### src/rtl/lpc_pkg.sv
// lpc_pkg: shared types, codes and helper functions for the lift position controller.
// Used by lpc_ctrl, lpc_datapath, lift_position_controller_core and lpc_checker.
// No dependencies.
package lpc_pkg;

  localparam int IN_TDATA_W  = 24;
  localparam int IN_TUSER_W  = 3;
  localparam int OUT_TDATA_W = 48;
  localparam int CFG_IDX_W   = 3;
  localparam int CFG_DATA_W  = 18;
  localparam int DIV_STEPS   = 8;

  // request codes
  localparam logic [2:0] REQ_TICK = 3'd0;
  localparam logic [2:0] REQ_GOTO = 3'd1;
  localparam logic [2:0] REQ_STOP = 3'd2;
  localparam logic [2:0] REQ_UP   = 3'd3;
  localparam logic [2:0] REQ_DOWN = 3'd4;

  // drive modes
  localparam logic [1:0] MODE_COAST = 2'd0;
  localparam logic [1:0] MODE_FWD   = 2'd1;
  localparam logic [1:0] MODE_REV   = 2'd2;
  localparam logic [1:0] MODE_BRAKE = 2'd3;

  // limit events
  localparam logic [1:0] LIM_NONE    = 2'd0;
  localparam logic [1:0] LIM_UPPER   = 2'd1;
  localparam logic [1:0] LIM_LOWER   = 2'd2;
  localparam logic [1:0] LIM_ENDSTOP = 2'd3;

  // register indexes
  localparam logic [2:0] REG_TOL    = 3'd0;
  localparam logic [2:0] REG_ZONE   = 3'd1;
  localparam logic [2:0] REG_MAX    = 3'd2;
  localparam logic [2:0] REG_MIN    = 3'd3;
  localparam logic [2:0] REG_MANUAL = 3'd4;
  localparam logic [2:0] REG_LOWER  = 3'd5;
  localparam logic [2:0] REG_UPPER  = 3'd6;

  // register reset values
  localparam logic [15:0] RST_TOL    = 16'd100;
  localparam logic [15:0] RST_ZONE   = 16'd800;
  localparam logic [7:0]  RST_MAX    = 8'd150;
  localparam logic [7:0]  RST_MIN    = 8'd50;
  localparam logic [7:0]  RST_MANUAL = 8'd150;
  localparam logic [17:0] RST_LOWER  = 18'd0;
  localparam logic [17:0] RST_UPPER  = 18'd20000;

  typedef enum logic [6:0] {
    S_IDLE  = 7'b0000001,
    S_APPLY = 7'b0000010,
    S_ERR   = 7'b0000100,
    S_CTRL  = 7'b0001000,
    S_DIV   = 7'b0010000,
    S_FIN   = 7'b0100000,
    S_OUT   = 7'b1000000
  } state_t;

  typedef struct packed {
    logic cap;
    logic apply;
    logic err;
    logic ctrl;
    logic div;
    logic fin;
    logic load;
  } dp_cmd_t;

  typedef struct packed {
    logic need_div;
    logic out_free;
  } dp_stat_t;

  // quadrature step from {previous A/B, current A/B}
  function automatic logic signed [1:0] quad_step(input logic [3:0] idx);
    logic signed [1:0] res;
    case (idx) inside
      4'd2, 4'd4, 4'd11, 4'd13: res = 2'sb01;
      4'd1, 4'd7, 4'd8, 4'd14:  res = 2'sb11;
      default:                  res = 2'sb00;
    endcase
    return res;
  endfunction

  function automatic logic [1:0] mode_of(input logic signed [8:0] spd);
    logic [1:0] m;
    if (spd == 9'sd0) begin
      m = MODE_COAST;
    end else if (spd[8]) begin
      m = MODE_REV;
    end else begin
      m = MODE_FWD;
    end
    return m;
  endfunction

endpackage

### src/rtl/lpc_ctrl.sv
// lpc_ctrl: sequencer for one control tick (apply, error, control, ramp divide, output).
// Depends on lpc_pkg.
module lpc_ctrl (
  input  logic             clk,
  input  logic             rst_n,
  input  logic             in_valid,
  output logic             in_ready,
  input  lpc_pkg::dp_stat_t stat,
  output lpc_pkg::dp_cmd_t  cmd
);

  lpc_pkg::state_t state_r, state_nxt;
  logic [2:0] div_cnt_r, div_cnt_nxt;

  always_comb begin
    state_nxt   = state_r;
    div_cnt_nxt = div_cnt_r;
    cmd         = '0;
    case (state_r)
      lpc_pkg::S_IDLE: begin
        if (in_valid) begin
          cmd.cap   = 1'b1;
          state_nxt = lpc_pkg::S_APPLY;
        end
      end
      lpc_pkg::S_APPLY: begin
        cmd.apply = 1'b1;
        state_nxt = lpc_pkg::S_ERR;
      end
      lpc_pkg::S_ERR: begin
        cmd.err   = 1'b1;
        state_nxt = lpc_pkg::S_CTRL;
      end
      lpc_pkg::S_CTRL: begin
        cmd.ctrl    = 1'b1;
        div_cnt_nxt = '0;
        state_nxt   = stat.need_div ? lpc_pkg::S_DIV : lpc_pkg::S_OUT;
      end
      lpc_pkg::S_DIV: begin
        cmd.div     = 1'b1;
        div_cnt_nxt = div_cnt_r + 3'd1;
        if (div_cnt_r == 3'(lpc_pkg::DIV_STEPS - 1)) begin
          state_nxt = lpc_pkg::S_FIN;
        end
      end
      lpc_pkg::S_FIN: begin
        cmd.fin   = 1'b1;
        state_nxt = lpc_pkg::S_OUT;
      end
      lpc_pkg::S_OUT: begin
        if (stat.out_free) begin
          cmd.load  = 1'b1;
          state_nxt = lpc_pkg::S_IDLE;
        end
      end
      default: begin
        state_nxt = lpc_pkg::S_IDLE;
      end
    endcase
  end

  assign in_ready = (state_r == lpc_pkg::S_IDLE);

  always_ff @(posedge clk) begin
    if (!rst_n) begin
      state_r   <= lpc_pkg::S_IDLE;
      div_cnt_r <= '0;
    end else begin
      state_r   <= state_nxt;
      div_cnt_r <= div_cnt_nxt;
    end
  end

endmodule

### src/rtl/lpc_datapath.sv
// lpc_datapath: config registers, encoder count, limit checks, speed ramp with
// shift-subtract divider, and the output register. Depends on lpc_pkg.
module lpc_datapath #(
  parameter int COUNT_WIDTH = 32
) (
  input  logic                              clk,
  input  logic                              rst_n,
  input  lpc_pkg::dp_cmd_t                  cmd,
  output lpc_pkg::dp_stat_t                 stat,
  input  logic [lpc_pkg::IN_TDATA_W-1:0]    in_data,
  input  logic [lpc_pkg::IN_TUSER_W-1:0]    in_user,
  output logic                              out_valid,
  input  logic                              out_ready,
  output logic [lpc_pkg::OUT_TDATA_W-1:0]   out_data,
  input  logic                              cfg_fire,
  input  logic [lpc_pkg::CFG_IDX_W-1:0]     cfg_index,
  input  logic [lpc_pkg::CFG_DATA_W-1:0]    cfg_data
);

  localparam int EW = ((COUNT_WIDTH > 18) ? COUNT_WIDTH : 18) + 1;
  localparam int PW = (COUNT_WIDTH > 32) ? COUNT_WIDTH : 32;

  // config
  logic [15:0]        tol_r, zone_r;
  logic [7:0]         max_r, min_r, man_r;
  logic signed [17:0] lo_r, hi_r;

  // controller state
  logic [1:0]             enc_last_r;
  logic [COUNT_WIDTH-1:0] count_r;
  logic signed [17:0]     target_r;
  logic                   active_r, arrived_r;
  logic signed [8:0]      speed_r;
  logic [1:0]             mode_r;

  // captured word
  logic [2:0]         req_r;
  logic signed [17:0] tgt_r;
  logic [1:0]         enc_r;
  logic               endstop_r;

  // work registers
  logic [1:0]    lim_ev_r;
  logic          arr_ev_r;
  logic [EW-1:0] ae_r;
  logic          err_neg_r;
  logic [23:0]   rem_r, dsh_r;
  logic [7:0]    quo_r;
  logic          qneg_r;

  logic                           out_valid_r;
  logic [lpc_pkg::OUT_TDATA_W-1:0] out_data_r;

  // ---- apply: command, encoder, limits
  logic                   active_a, arrived_a;
  logic signed [17:0]     target_a;
  logic signed [8:0]      speed_a, man_s;
  logic [1:0]             mode_a, lim_a;
  logic [COUNT_WIDTH-1:0] count_n;
  logic signed [EW-1:0]   cnt_x, lo_x, hi_x;

  assign man_s   = signed'({1'b0, man_r});
  assign count_n = count_r + COUNT_WIDTH'(lpc_pkg::quad_step({enc_last_r, enc_r}));
  assign cnt_x   = EW'(signed'(count_n));
  assign lo_x    = EW'(lo_r);
  assign hi_x    = EW'(hi_r);

  always_comb begin
    active_a  = active_r;
    arrived_a = arrived_r;
    target_a  = target_r;
    speed_a   = speed_r;
    mode_a    = mode_r;
    lim_a     = lpc_pkg::LIM_NONE;
    case (req_r)
      lpc_pkg::REQ_GOTO: begin
        target_a  = (tgt_r < lo_r) ? lo_r : ((tgt_r > hi_r) ? hi_r : tgt_r);
        active_a  = 1'b1;
        arrived_a = 1'b0;
      end
      lpc_pkg::REQ_STOP: begin
        active_a = 1'b0;
        speed_a  = '0;
        mode_a   = lpc_pkg::MODE_COAST;
      end
      lpc_pkg::REQ_UP: begin
        active_a = 1'b0;
        speed_a  = man_s;
        mode_a   = lpc_pkg::mode_of(man_s);
      end
      lpc_pkg::REQ_DOWN: begin
        active_a = 1'b0;
        speed_a  = -man_s;
        mode_a   = lpc_pkg::mode_of(-man_s);
      end
      default: ;
    endcase
    if (cnt_x > hi_x && speed_a > 9'sd0) begin
      speed_a  = '0;
      mode_a   = lpc_pkg::MODE_BRAKE;
      active_a = 1'b0;
      lim_a    = lpc_pkg::LIM_UPPER;
    end
    if (cnt_x <= lo_x && speed_a < 9'sd0) begin
      speed_a  = '0;
      mode_a   = lpc_pkg::MODE_BRAKE;
      active_a = 1'b0;
      lim_a    = lpc_pkg::LIM_LOWER;
    end
    if (endstop_r) begin
      speed_a  = '0;
      mode_a   = lpc_pkg::MODE_BRAKE;
      active_a = 1'b0;
      lim_a    = lpc_pkg::LIM_ENDSTOP;
    end
  end

  // ---- error
  logic signed [EW-1:0] err;
  assign err = EW'(target_r) - EW'(signed'(count_r));

  // ---- control decision
  logic              in_tol, far;
  logic [15:0]       diff, den;
  logic [7:0]        span;
  logic signed [8:0] max_s;
  assign in_tol = (ae_r <= EW'(tol_r));
  assign far    = (ae_r >= EW'(zone_r)) || (zone_r <= tol_r);
  assign diff   = ae_r[15:0] - tol_r;
  assign den    = zone_r - tol_r;
  assign span   = (max_r >= min_r) ? (max_r - min_r) : (min_r - max_r);
  assign max_s  = signed'({1'b0, max_r});

  assign stat.need_div = active_r && !in_tol && !far;
  assign stat.out_free = !out_valid_r || out_ready;

  // ---- ramp finish
  logic signed [9:0] q_s, mag_s;
  logic signed [8:0] ramp_spd;
  assign q_s      = qneg_r ? -signed'({2'b00, quo_r}) : signed'({2'b00, quo_r});
  assign mag_s    = signed'({2'b00, min_r}) + q_s;
  assign ramp_spd = err_neg_r ? -signed'({1'b0, mag_s[7:0]}) : signed'({1'b0, mag_s[7:0]});

  // ---- output word
  logic signed [PW-1:0] pos_w;
  logic [7:0]           duty;
  assign pos_w = PW'(signed'(count_r));
  assign duty  = speed_r[8] ? 8'(-speed_r) : speed_r[7:0];

  always_ff @(posedge clk) begin
    if (!rst_n) begin
      tol_r      <= lpc_pkg::RST_TOL;
      zone_r     <= lpc_pkg::RST_ZONE;
      max_r      <= lpc_pkg::RST_MAX;
      min_r      <= lpc_pkg::RST_MIN;
      man_r      <= lpc_pkg::RST_MANUAL;
      lo_r       <= signed'(lpc_pkg::RST_LOWER);
      hi_r       <= signed'(lpc_pkg::RST_UPPER);
      enc_last_r <= '0;
      count_r    <= '0;
      target_r   <= '0;
      active_r   <= 1'b0;
      arrived_r  <= 1'b0;
      speed_r    <= '0;
      mode_r     <= lpc_pkg::MODE_COAST;
      out_valid_r <= 1'b0;
    end else begin
      if (cfg_fire) begin
        case (cfg_index)
          lpc_pkg::REG_TOL:    tol_r  <= cfg_data[15:0];
          lpc_pkg::REG_ZONE:   zone_r <= cfg_data[15:0];
          lpc_pkg::REG_MAX:    max_r  <= cfg_data[7:0];
          lpc_pkg::REG_MIN:    min_r  <= cfg_data[7:0];
          lpc_pkg::REG_MANUAL: man_r  <= cfg_data[7:0];
          lpc_pkg::REG_LOWER:  lo_r   <= signed'(cfg_data);
          lpc_pkg::REG_UPPER:  hi_r   <= signed'(cfg_data);
          default: ;
        endcase
      end
      if (cmd.apply) begin
        enc_last_r <= enc_r;
        count_r    <= count_n;
        target_r   <= target_a;
        active_r   <= active_a;
        arrived_r  <= arrived_a;
        speed_r    <= speed_a;
        mode_r     <= mode_a;
      end
      if (cmd.ctrl && active_r) begin
        if (in_tol) begin
          speed_r <= '0;
          mode_r  <= lpc_pkg::MODE_COAST;
          if (!arrived_r) begin
            arrived_r <= 1'b1;
          end
        end else begin
          arrived_r <= 1'b0;
          if (far) begin
            speed_r <= err_neg_r ? -max_s : max_s;
            mode_r  <= lpc_pkg::mode_of(err_neg_r ? -max_s : max_s);
          end
        end
      end
      if (cmd.fin) begin
        speed_r <= ramp_spd;
        mode_r  <= lpc_pkg::mode_of(ramp_spd);
      end
      if (cmd.load) begin
        out_valid_r <= 1'b1;
      end else if (out_ready) begin
        out_valid_r <= 1'b0;
      end
    end
  end

  // payload and work registers
  always_ff @(posedge clk) begin
    if (cmd.cap) begin
      req_r     <= in_user;
      tgt_r     <= signed'(in_data[17:0]);
      enc_r     <= {in_data[18], in_data[19]};
      endstop_r <= in_data[20];
    end
    if (cmd.apply) begin
      lim_ev_r <= lim_a;
      arr_ev_r <= 1'b0;
    end
    if (cmd.err) begin
      err_neg_r <= err[EW-1];
      ae_r      <= err[EW-1] ? EW'(-err) : EW'(err);
    end
    if (cmd.ctrl) begin
      if (active_r && in_tol && !arrived_r) begin
        arr_ev_r <= 1'b1;
      end
      rem_r  <= 24'(diff) * 24'(span);
      dsh_r  <= {1'b0, den, 7'b0};
      quo_r  <= '0;
      qneg_r <= (max_r < min_r);
    end
    if (cmd.div) begin
      if (rem_r >= dsh_r) begin
        rem_r <= rem_r - dsh_r;
        quo_r <= {quo_r[6:0], 1'b1};
      end else begin
        quo_r <= {quo_r[6:0], 1'b0};
      end
      dsh_r <= {1'b0, dsh_r[23:1]};
    end
    if (cmd.load) begin
      out_data_r <= {1'b0, active_r, lim_ev_r, arr_ev_r, arrived_r, pos_w[31:0], duty, mode_r};
    end
  end

  assign out_valid = out_valid_r;
  assign out_data  = out_data_r;

endmodule

### src/rtl/lift_position_controller_core.sv
// lift_position_controller_core: top level of the lift position controller.
// Instantiates lpc_ctrl and lpc_datapath; depends on lpc_pkg.
//
// Usage:
//   in_*  : one word per control tick. in_tuser = request code, in_tdata =
//           target, encoder A/B levels and endstop flag.
//   out_* : one result word per tick: drive mode, duty, position, arrival and
//           limit flags.
//   cfg_* : register writes (index 0..6), always accepted; write only while idle.
// Timing: a tick runs apply, error and control steps and is then loaded into the
//   output register; in the linear ramp region the 8-step shift-subtract divider
//   and a finish step come before the load. in_tready returns the cycle after
//   the load, so a new word is taken only once the last tick has been loaded.
// Reset (rst_n low, synchronous): registers to defaults, position 0, coast,
//   output empty.
// Stall: a finished word waits in the output register while the next tick is
//   taken and worked; a second result then holds until out_tready.
module lift_position_controller_core #(
  parameter int COUNT_WIDTH = 32
) (
  input  logic                              clk,
  input  logic                              rst_n,
  input  logic                              in_tvalid,
  output logic                              in_tready,
  // [17:0] cmd_target, [18] enc_a, [19] enc_b, [20] endstop_hit, [23:21] zero
  input  logic [lpc_pkg::IN_TDATA_W-1:0]    in_tdata,
  // [2:0] req_type
  input  logic [lpc_pkg::IN_TUSER_W-1:0]    in_tuser,
  output logic                              out_tvalid,
  input  logic                              out_tready,
  // [1:0] drive_mode, [9:2] duty, [41:10] position, [42] arrived,
  // [43] arrived_event, [45:44] limit_event, [46] positioning, [47] zero
  output logic [lpc_pkg::OUT_TDATA_W-1:0]   out_tdata,
  input  logic                              cfg_valid,
  output logic                              cfg_ready,
  input  logic [lpc_pkg::CFG_IDX_W-1:0]     cfg_index,
  input  logic [lpc_pkg::CFG_DATA_W-1:0]    cfg_data
);

  lpc_pkg::dp_cmd_t  cmd;
  lpc_pkg::dp_stat_t stat;

  assign cfg_ready = 1'b1;

  lpc_ctrl u_ctrl (
    .clk      (clk),
    .rst_n    (rst_n),
    .in_valid (in_tvalid),
    .in_ready (in_tready),
    .stat     (stat),
    .cmd      (cmd)
  );

  lpc_datapath #(
    .COUNT_WIDTH (COUNT_WIDTH)
  ) u_dp (
    .clk       (clk),
    .rst_n     (rst_n),
    .cmd       (cmd),
    .stat      (stat),
    .in_data   (in_tdata),
    .in_user   (in_tuser),
    .out_valid (out_tvalid),
    .out_ready (out_tready),
    .out_data  (out_tdata),
    .cfg_fire  (cfg_valid && cfg_ready),
    .cfg_index (cfg_index),
    .cfg_data  (cfg_data)
  );

endmodule

### config.mk
export PLATFORM = sky130hd
export DESIGN_NAME = lift_position_controller_core
export DESIGN_NICKNAME = d
export VERILOG_FILES = /design/src/rtl/lpc_pkg.sv /design/src/rtl/lpc_ctrl.sv /design/src/rtl/lpc_datapath.sv /design/src/rtl/lift_position_controller_core.sv
export SDC_FILE = /design/constraint.sdc
export NUM_CORES = 1
export LEC_CHECK = 0
export BUFFER_PORTS_ARGS = -buffer_cell sky130_fd_sc_hd__buf_4
export CORE_UTILIZATION = 40
export DETAILED_ROUTE_END_ITERATION = 10
export PLACE_DENSITY = 0.55
export SYNTH_ARGS = -nofsm -noshare
export SYNTH_HDL_FRONTEND = slang
export SYNTH_SLANG_ARGS = --single-unit
### constraint.sdc
create_clock -name clk -period 17.53 [get_ports clk]
set_input_delay 3.506 -clock clk [delete_from_list [all_inputs] [get_ports clk]]
set_output_delay 3.506 -clock clk [all_outputs]
set_load 0.03 [all_outputs]
# Yosys cells after proc, flatten, opt, wreduce, memory -nomap -nowiden

Index checks and enable logic that the tools add are counted.

Register bits after elaboration: 332
Word-level logic and storage cells: 200

$add $sub $neg: 15
Reductions and logical operators: 36
Magnitude comparators: 12
Multiplexer cells: 74
Equality and inequality tests: 29
Multipliers: 1

Operators by type and width:

| cell                                                           | number |
|---|---|
| 9-bit 2-to-1 mux                                               | 10 |
| 24-bit 2-to-1 mux                                              | 3 |
| 7-bit case mux with 7 select lines                             | 1 |
| 8-bit 2-to-1 mux                                               | 5 |
| 9-bit logical NOT                                              | 4 |
| 18-bit 2-to-1 mux                                              | 2 |
| 33-bit by 16-bit greater-or-equal comparator with 1-bit output | 1 |
| 33-bit by 16-bit <= comparator with 1-bit output               | 1 |
| 33-bit negator                                                 | 1 |
| 18-bit by 32-bit subtractor with 33-bit output                 | 1 |
| 32-bit adder                                                   | 1 |
| 32-bit by 18-bit greater-than comparator with 1-bit output     | 1 |
| 32-bit by 18-bit <= comparator with 1-bit output               | 1 |
| 2-bit 2-to-1 mux                                               | 16 |
| 32-bit 2-to-1 mux                                              | 1 |
| 16-bit subtractor                                              | 2 |
| 7-bit 2-to-1 mux                                               | 4 |
| 8-bit negator with 9-bit output                                | 3 |
| 9-bit case mux with 3 select lines                             | 1 |
| 1-bit 2-to-1 mux                                               | 26 |
| 24-bit by 23-bit greater-or-equal comparator with 1-bit output | 1 |
| 16-bit by 8-bit multiplier with 24-bit output                  | 1 |
| 24-bit by 23-bit subtractor with 24-bit output                 | 1 |
| 23-bit 2-to-1 mux                                              | 1 |
| 42 further kinds                                               | 78 |

# Logic depth before layout (Yosys ltp)

Depth after elaboration: 17
Gate-level depth with buffers: 33
Mapped depth without buffers: 33

# Hierarchy

From an unflattened synthesis, not the netlist that was laid out.

Cells, all modules: 3,173
Area, all modules: 27,656.5 µm²

Modules (own cells, without submodules):

| module                        | cells each | area an instance (µm²) | seq. area each (µm²) | times used |
|---|---|---|---|---|
| lpc_datapath                  | 3,095      | 27,022.2               | 7,837.5              | 1 |
| lpc_ctrl                      | 76         | 623.1                  | 200.2                | 1 |
| lift_position_controller_core | 2          | 11.3                   | 0.0                  | 1 |

# Worst setup path after synthesis

No wires, ideal clock.

Kind: reg-to-reg
Start point: register u_dp.max_r[0]
End point: register u_dp.rem_r[23]
Stages on the path, launching flop included: 33
Clock period less this slack: 7.329 ns
Arrival time: 7.211 ns
Slack: 10.201 ns
Data required time: 17.411 ns
Library setup time: 0.119 ns
Cells stage by stage: dfxtp_1 > inv_1 > ha_1 > inv_1 > fa_1 > a21o_1 > a21oi_1 > o21ai_0 > a21o_1 > inv_1 > nand3_1 > a311oi_1 > o221a_2 > mux2i_1 > or2_2 > clkbuf_1 > nor2_1 > fa_1 > fa_1 > fa_1 > inv_1 > fa_1 > inv_1 > ha_1 > o21a_1 > o21ai_0 > a311oi_1 > o21ai_0 > a31oi_1 > a31oi_1 > o21ai_0 > xnor2_1 > o221a_2

Cells in the longest elaborated chain, start to end: 6
Elaborated cells on any way between the ends: 8
Classes of those cells: add/sub (2); mul (1); order compare (1); mux (4)

Ends and longest elaborated chain:

| element                                                                      | line                | source |
|---|---|---|
| start: declaration                                                           | lpc_datapath.sv:25  | `logic [7:0] max_r, min_r, man_r;` |
| start signal: assignment                                                     | lpc_datapath.sv:154 | `max_r <= lpc_pkg::RST_MAX;` |
| start signal: assignment                                                     | lpc_datapath.sv:172 | `lpc_pkg::REG_MAX: max_r <= cfg_data[7:0];` |
| 8-bit subtractor / 8-bit greater-or-equal comparator (equally long branches) | lpc_datapath.sv:131 | `assign span = (max_r >= min_r) ? (max_r - min_r) : (min_r - max_r);` |
| 8-bit 2-to-1 mux (*)                                                         | lpc_datapath.sv:131 |  |
| 16-bit by 8-bit multiplier with 24-bit output (*)                            | lpc_datapath.sv:236 | `rem_r <= 24'(diff) * 24'(span);` |
| 24-bit 2-to-1 mux (*)                                                        | lpc_datapath.sv:232 | `if (cmd.ctrl) begin` |
| 24-bit 2-to-1 mux                                                            | lpc_datapath.sv:242 | `if (rem_r >= dsh_r) begin` |
| 24-bit 2-to-1 mux (*)                                                        | lpc_datapath.sv:241 | `if (cmd.div) begin` |
| end signal: assignment                                                       | lpc_datapath.sv:236 |  |
| end signal: assignment                                                       | lpc_datapath.sv:243 | `rem_r <= rem_r - dsh_r;` |
| end: declaration                                                             | lpc_datapath.sv:47  | `logic [23:0] rem_r, dsh_r;` |

Every way passes the cells marked *; elsewhere a longest branch is shown, timed or not.
A chain may end at the register's enable or synchronous reset.

# Final worst setup path

Ends and elaborated chain as after synthesis.

==> results by stage <==
Final layout:
- The top cell types in the final layout, fill and taps aside, are sky130_fd_sc_hd__nand2_1, sky130_fd_sc_hd__inv_1, sky130_fd_sc_hd__ha_1.
- The library cell used most frequently in the layout, excluding fill and tap cells, is sky130_fd_sc_hd__nand2_1.
- The net total in the final layout is 3754.
- The share of final-layout standard cells stronger than drive strength 1 is 0.07441.
- The area growth from synthesis to final layout is 10.84%.

Synthesis:
- By area, the combinational part of the netlist is dominated by adder cells.
- The async set-or-reset flop fraction in the synthesized netlist is 0.
- The post-synthesis cell count is 3246.
- For this run, the leading register cell type out of synthesis is sky130_fd_sc_hd__dfxtp_1.
- The mean post-synth cell area is 8.487 um2.
- The synthesized net count is 3698.
- Of the total synthesized cell area, the portion taken by XOR and XNOR cells is 0.05786.
- The multiplexer share of the synthesized area is 0.01249.
- Synthesis inferred 332 register bits.
- Sorting the synthesized cells by area gives the leading types as sky130_fd_sc_hd__edfxtp_1, sky130_fd_sc_hd__dfxtp_1, sky130_fd_sc_hd__ha_1.
- The fraction of the mapped netlist area in compound gates was 0.1942.
- The simple-gate share of the synthesized area is 0.1772.
- The Yosys warning count is 0.
- The number of enable flip-flop cells after synthesis is 139.
- The synthesized design spends more area on one cell type than any other, namely sky130_fd_sc_hd__edfxtp_1.
- Of the post-synthesis cell area, the dominant cell type holds 0.1515.
- The sequential share of the synthesized area is 0.2918.
- The count of distinct cell types in the synthesized netlist is 88.
- The post-synthesis instance area is 27550 um2.
- Of the total synthesized cell area, the portion taken by full adders, half adders and majority gates is 0.2063.

Routing:
- The detailed router finished its first iteration with 1384 violations.
- Once detail routing completed, the nets flagged for antenna violations numbered 0.
- The number of remaining DRC errors is 0.
- After detailed routing, the total wire length is 82.51 mm.
- After detailed routing, the number of vias per cell comes to 5.627.
- The total via count after detailed routing is 23.68k.
- The wire length per cell after detailed routing is 19.60 um.
- The number of detailed-route iterations in the first pass is 5.

Timing:
- The highest clock rate is 119.3 MHz.
- The ratio of final minimum period to clock period is 0.4781.
- The slew at the pin with the worst max-slew slack is 1.131 ns.
- The minimum period implied by the final worst setup slack is 8.381 ns.
- Setup violations remaining at the end of the flow were counted as 0.
- Headroom to the max-slew limit came out at 0.2399.
- The number of pins exceeding their max-slew limit in the final report is 0.
- The number of hold violations in the final report came to 0.
- Setup repair after global routing left no endpoint under its margin.
- The setup TNS is 0 ns.
- The worst setup skew after layout is 0.02234 ns.
- In the post-route analysis, the smallest setup slack over all paths is 9.149 ns.

Global routing:
- The final global-route overflow total is 0.
- The overall routing resource usage is 0.2345.
- The first global-routing pass estimated 130.7 mm of wire.
- The number of antenna violations at the first check in global routing is 4.
- The pin count of the biggest net entering global routing is 71.
- The via count of the first global-routing pass is 23.47k.

Clocking:
- After clock tree synthesis, the clock-pin slew on the worst setup and hold paths is 0.06 ns.
- Once the clock tree was built, the setup fixing pass inserted 0 buffers.
- The post-cts resize count is 0.
- The maximum level of the CTS H-tree is 2.
- TritonCTS built the clock tree.
- The clock passes through at most 3 buffers.
- The clock latency on the worst-skew pair is 0.57 ns.
- The tree is rooted in a sky130_fd_sc_hd__clkbuf_16.
- The total of hold buffers inserted after clock tree synthesis is 0.
- Clock tree synthesis inserted a total of 39 buffers.
- The tree built by TritonCTS fans out to 332 sinks.

Die:
- The area of the placeable core is 67630 um2.
- The number of placed I/O pins is 104.
- The floorplan has 95 rows.
- The full die area is 69930 um2.
- In this run the vertical extent of the chip is 264.4 um.
- For this configuration, the core starts out at a cell density of 0.4073.
- The floorplan step set the die width to 264.4 um.

Setup path:
- The critical path in this run is classified as reg -> reg.
- On the worst path, the slowest cell contributes a delay of 0.57 ns.
- STA puts the critical path data required time at 17.97 ns.
- Data on the critical path arrives at its endpoint at 8.82 ns.
- The worst setup path is launched from a flip-flop.
- Along the worst path, the maximum fanout reaches 10.
- The worst-path cell with the longest stage delay is sky130_fd_sc_hd__fa_1.
- STA classifies the critical path endpoint as a flip-flop.

Placement:
- Summed over all nets, the half-perimeter wirelength after detailed placement is 64.87 mm.
- The quantity of I/O buffers inserted on ports is 98.
- The final estimated routing congestion in global placement is 0.9507.
- OpenSTA, run right after detailed placement, puts the worst setup slack at 9.143 ns.

Power:
- For this design the ratio of total power to cell area is 107.1 nW/um2.
- The worst IR drop on VDD is 0.08604 mV.
- The static leakage power is 13.09 nW.

Job:
- The number of max-cap violations is 0.

Outcome:
- The run finished with clean final reports.

Hold path:
- The worst min-delay path class is reg -> reg.
critical path, delay by kind of cell (launching register included):
| family | cells | cell delay, ns |
|---|---|---|
| compound gates | 14 | 3.22 |
| fa+ha+maj | 7 | 3.04 |
| simple gates | 3 | 0.55 |
| mux | 1 | 0.47 |
| buf+inv | 5 | 0.42 |
| flops | 1 | 0.39 |
| xor+xnor | 1 | 0.14 |
logic make-up (layout without fill, tap and decap cells):
logic type	count (synthesis)	count (layout)
and+or+nand+nor	1032	1032
AOI/OAI and AO/OA	828	828
buffers and inverters	437	524
adders and majority gates	399	399
DFF	332	332
xor gates and xnor gates	182	182
muxes	34	34
other	2	5
registers in the layout, summed over array words and instances (netlist names), 18 cells and up:
register / cells
u_dp.rem_r: 24
u_dp.ae_r: 33
u_dp.out_data: 47
u_dp.dsh_r: 23
u_dp.hi_r: 18
u_dp.tgt_r: 18
u_dp.target_r: 18
u_dp.lo_r: 18
u_dp.count_r: 32
power breakdown:
group | internal (mW) | total, mW | switching [mW]
clock network | 0.494 | 0.853 | 0.359
registers | 0.860 | 0.887 | 0.0278
logic | 0.626 | 1.53 | 0.905
per-layer routing:
layer  wire length [um]  GRT usage  up-vias
met5                  9          0        -
met4               2433    0.07590        2
met3               3520    0.02963      105
met2              39810     0.4088      523
met1              36740     0.2991    11480
li1                   -          -    11570
final cells by class:
type,count,area [um2]
clock buffer,52,1109
antenna,3,7.507
timing repair buffer,127,953.4
inverter,325,1221
multi-input combinational,2477,17900
tap,873,1092
sequential,332,8038
fill,6613,37100
clock inverter,20,214.0
per-stage QoR:
stage	util	power (mW)	instances	area, um2	hold WS, ns
floorplan	-	2.056	3246	27550	0.4003
global placement	0.4318	2.422	4134	29210	0.4069
detailed placement	0.4318	2.440	4134	29210	0.4070
CTS	0.4514	3.309	4206	30530	0.4214
global route	0.4515	3.537	4209	30540	0.4550
finish	0.4515	3.271	4209	30540	0.4203
final timing paths:
kind                    start           endpoint  slack (ns)  depth (start not counted)
min reg2reg  u_dp.lim_ev_r[0]  u_dp.out_data[44]        0.42                          0
max reg2reg     u_dp.max_r[0]     u_dp.rem_r[23]        9.15                         31
min          u_dp.lim_ev_r[0]  u_dp.out_data[44]        0.42                          0
max             u_dp.max_r[0]     u_dp.rem_r[23]        9.15                         31
cell usage after synthesis, types with 7 or more instances:
cell type / instances
sky130_fd_sc_hd__a21oi_1: 281
sky130_fd_sc_hd__nor4_1: 20
sky130_fd_sc_hd__and3_1: 23
sky130_fd_sc_hd__o21a_1: 30
sky130_fd_sc_hd__fa_1: 92
sky130_fd_sc_hd__or2_2: 17
sky130_fd_sc_hd__a221o_1: 7
sky130_fd_sc_hd__o211ai_1: 28
sky130_fd_sc_hd__o41ai_1: 10
sky130_fd_sc_hd__xor2_1: 52
sky130_fd_sc_hd__a221oi_1: 7
sky130_fd_sc_hd__a211oi_1: 29
sky130_fd_sc_hd__clkbuf_1: 102
sky130_fd_sc_hd__and4_1: 8
sky130_fd_sc_hd__a21boi_0: 19
sky130_fd_sc_hd__nor3_1: 44
sky130_fd_sc_hd__dfxtp_1: 193
sky130_fd_sc_hd__nor3b_1: 9
sky130_fd_sc_hd__o21ai_0: 132
sky130_fd_sc_hd__xnor2_1: 130
sky130_fd_sc_hd__inv_1: 325
sky130_fd_sc_hd__nor2b_1: 37
sky130_fd_sc_hd__nand2b_1: 46
sky130_fd_sc_hd__or4_1: 14
sky130_fd_sc_hd__and2_1: 27
sky130_fd_sc_hd__o21bai_1: 11
sky130_fd_sc_hd__a211o_1: 7
sky130_fd_sc_hd__edfxtp_1: 139
sky130_fd_sc_hd__nand4_1: 36
sky130_fd_sc_hd__or3_1: 18
sky130_fd_sc_hd__nor2_1: 236
sky130_fd_sc_hd__a31o_2: 9
sky130_fd_sc_hd__nand2_1: 372
sky130_fd_sc_hd__o221ai_1: 21
sky130_fd_sc_hd__o2111ai_1: 10
sky130_fd_sc_hd__o31ai_1: 25
sky130_fd_sc_hd__mux2i_1: 31
sky130_fd_sc_hd__nand3_1: 97
sky130_fd_sc_hd__a21o_1: 114
sky130_fd_sc_hd__a31oi_1: 25
sky130_fd_sc_hd__ha_1: 307
Note: power is estimated with default switching activity, not from simulation.
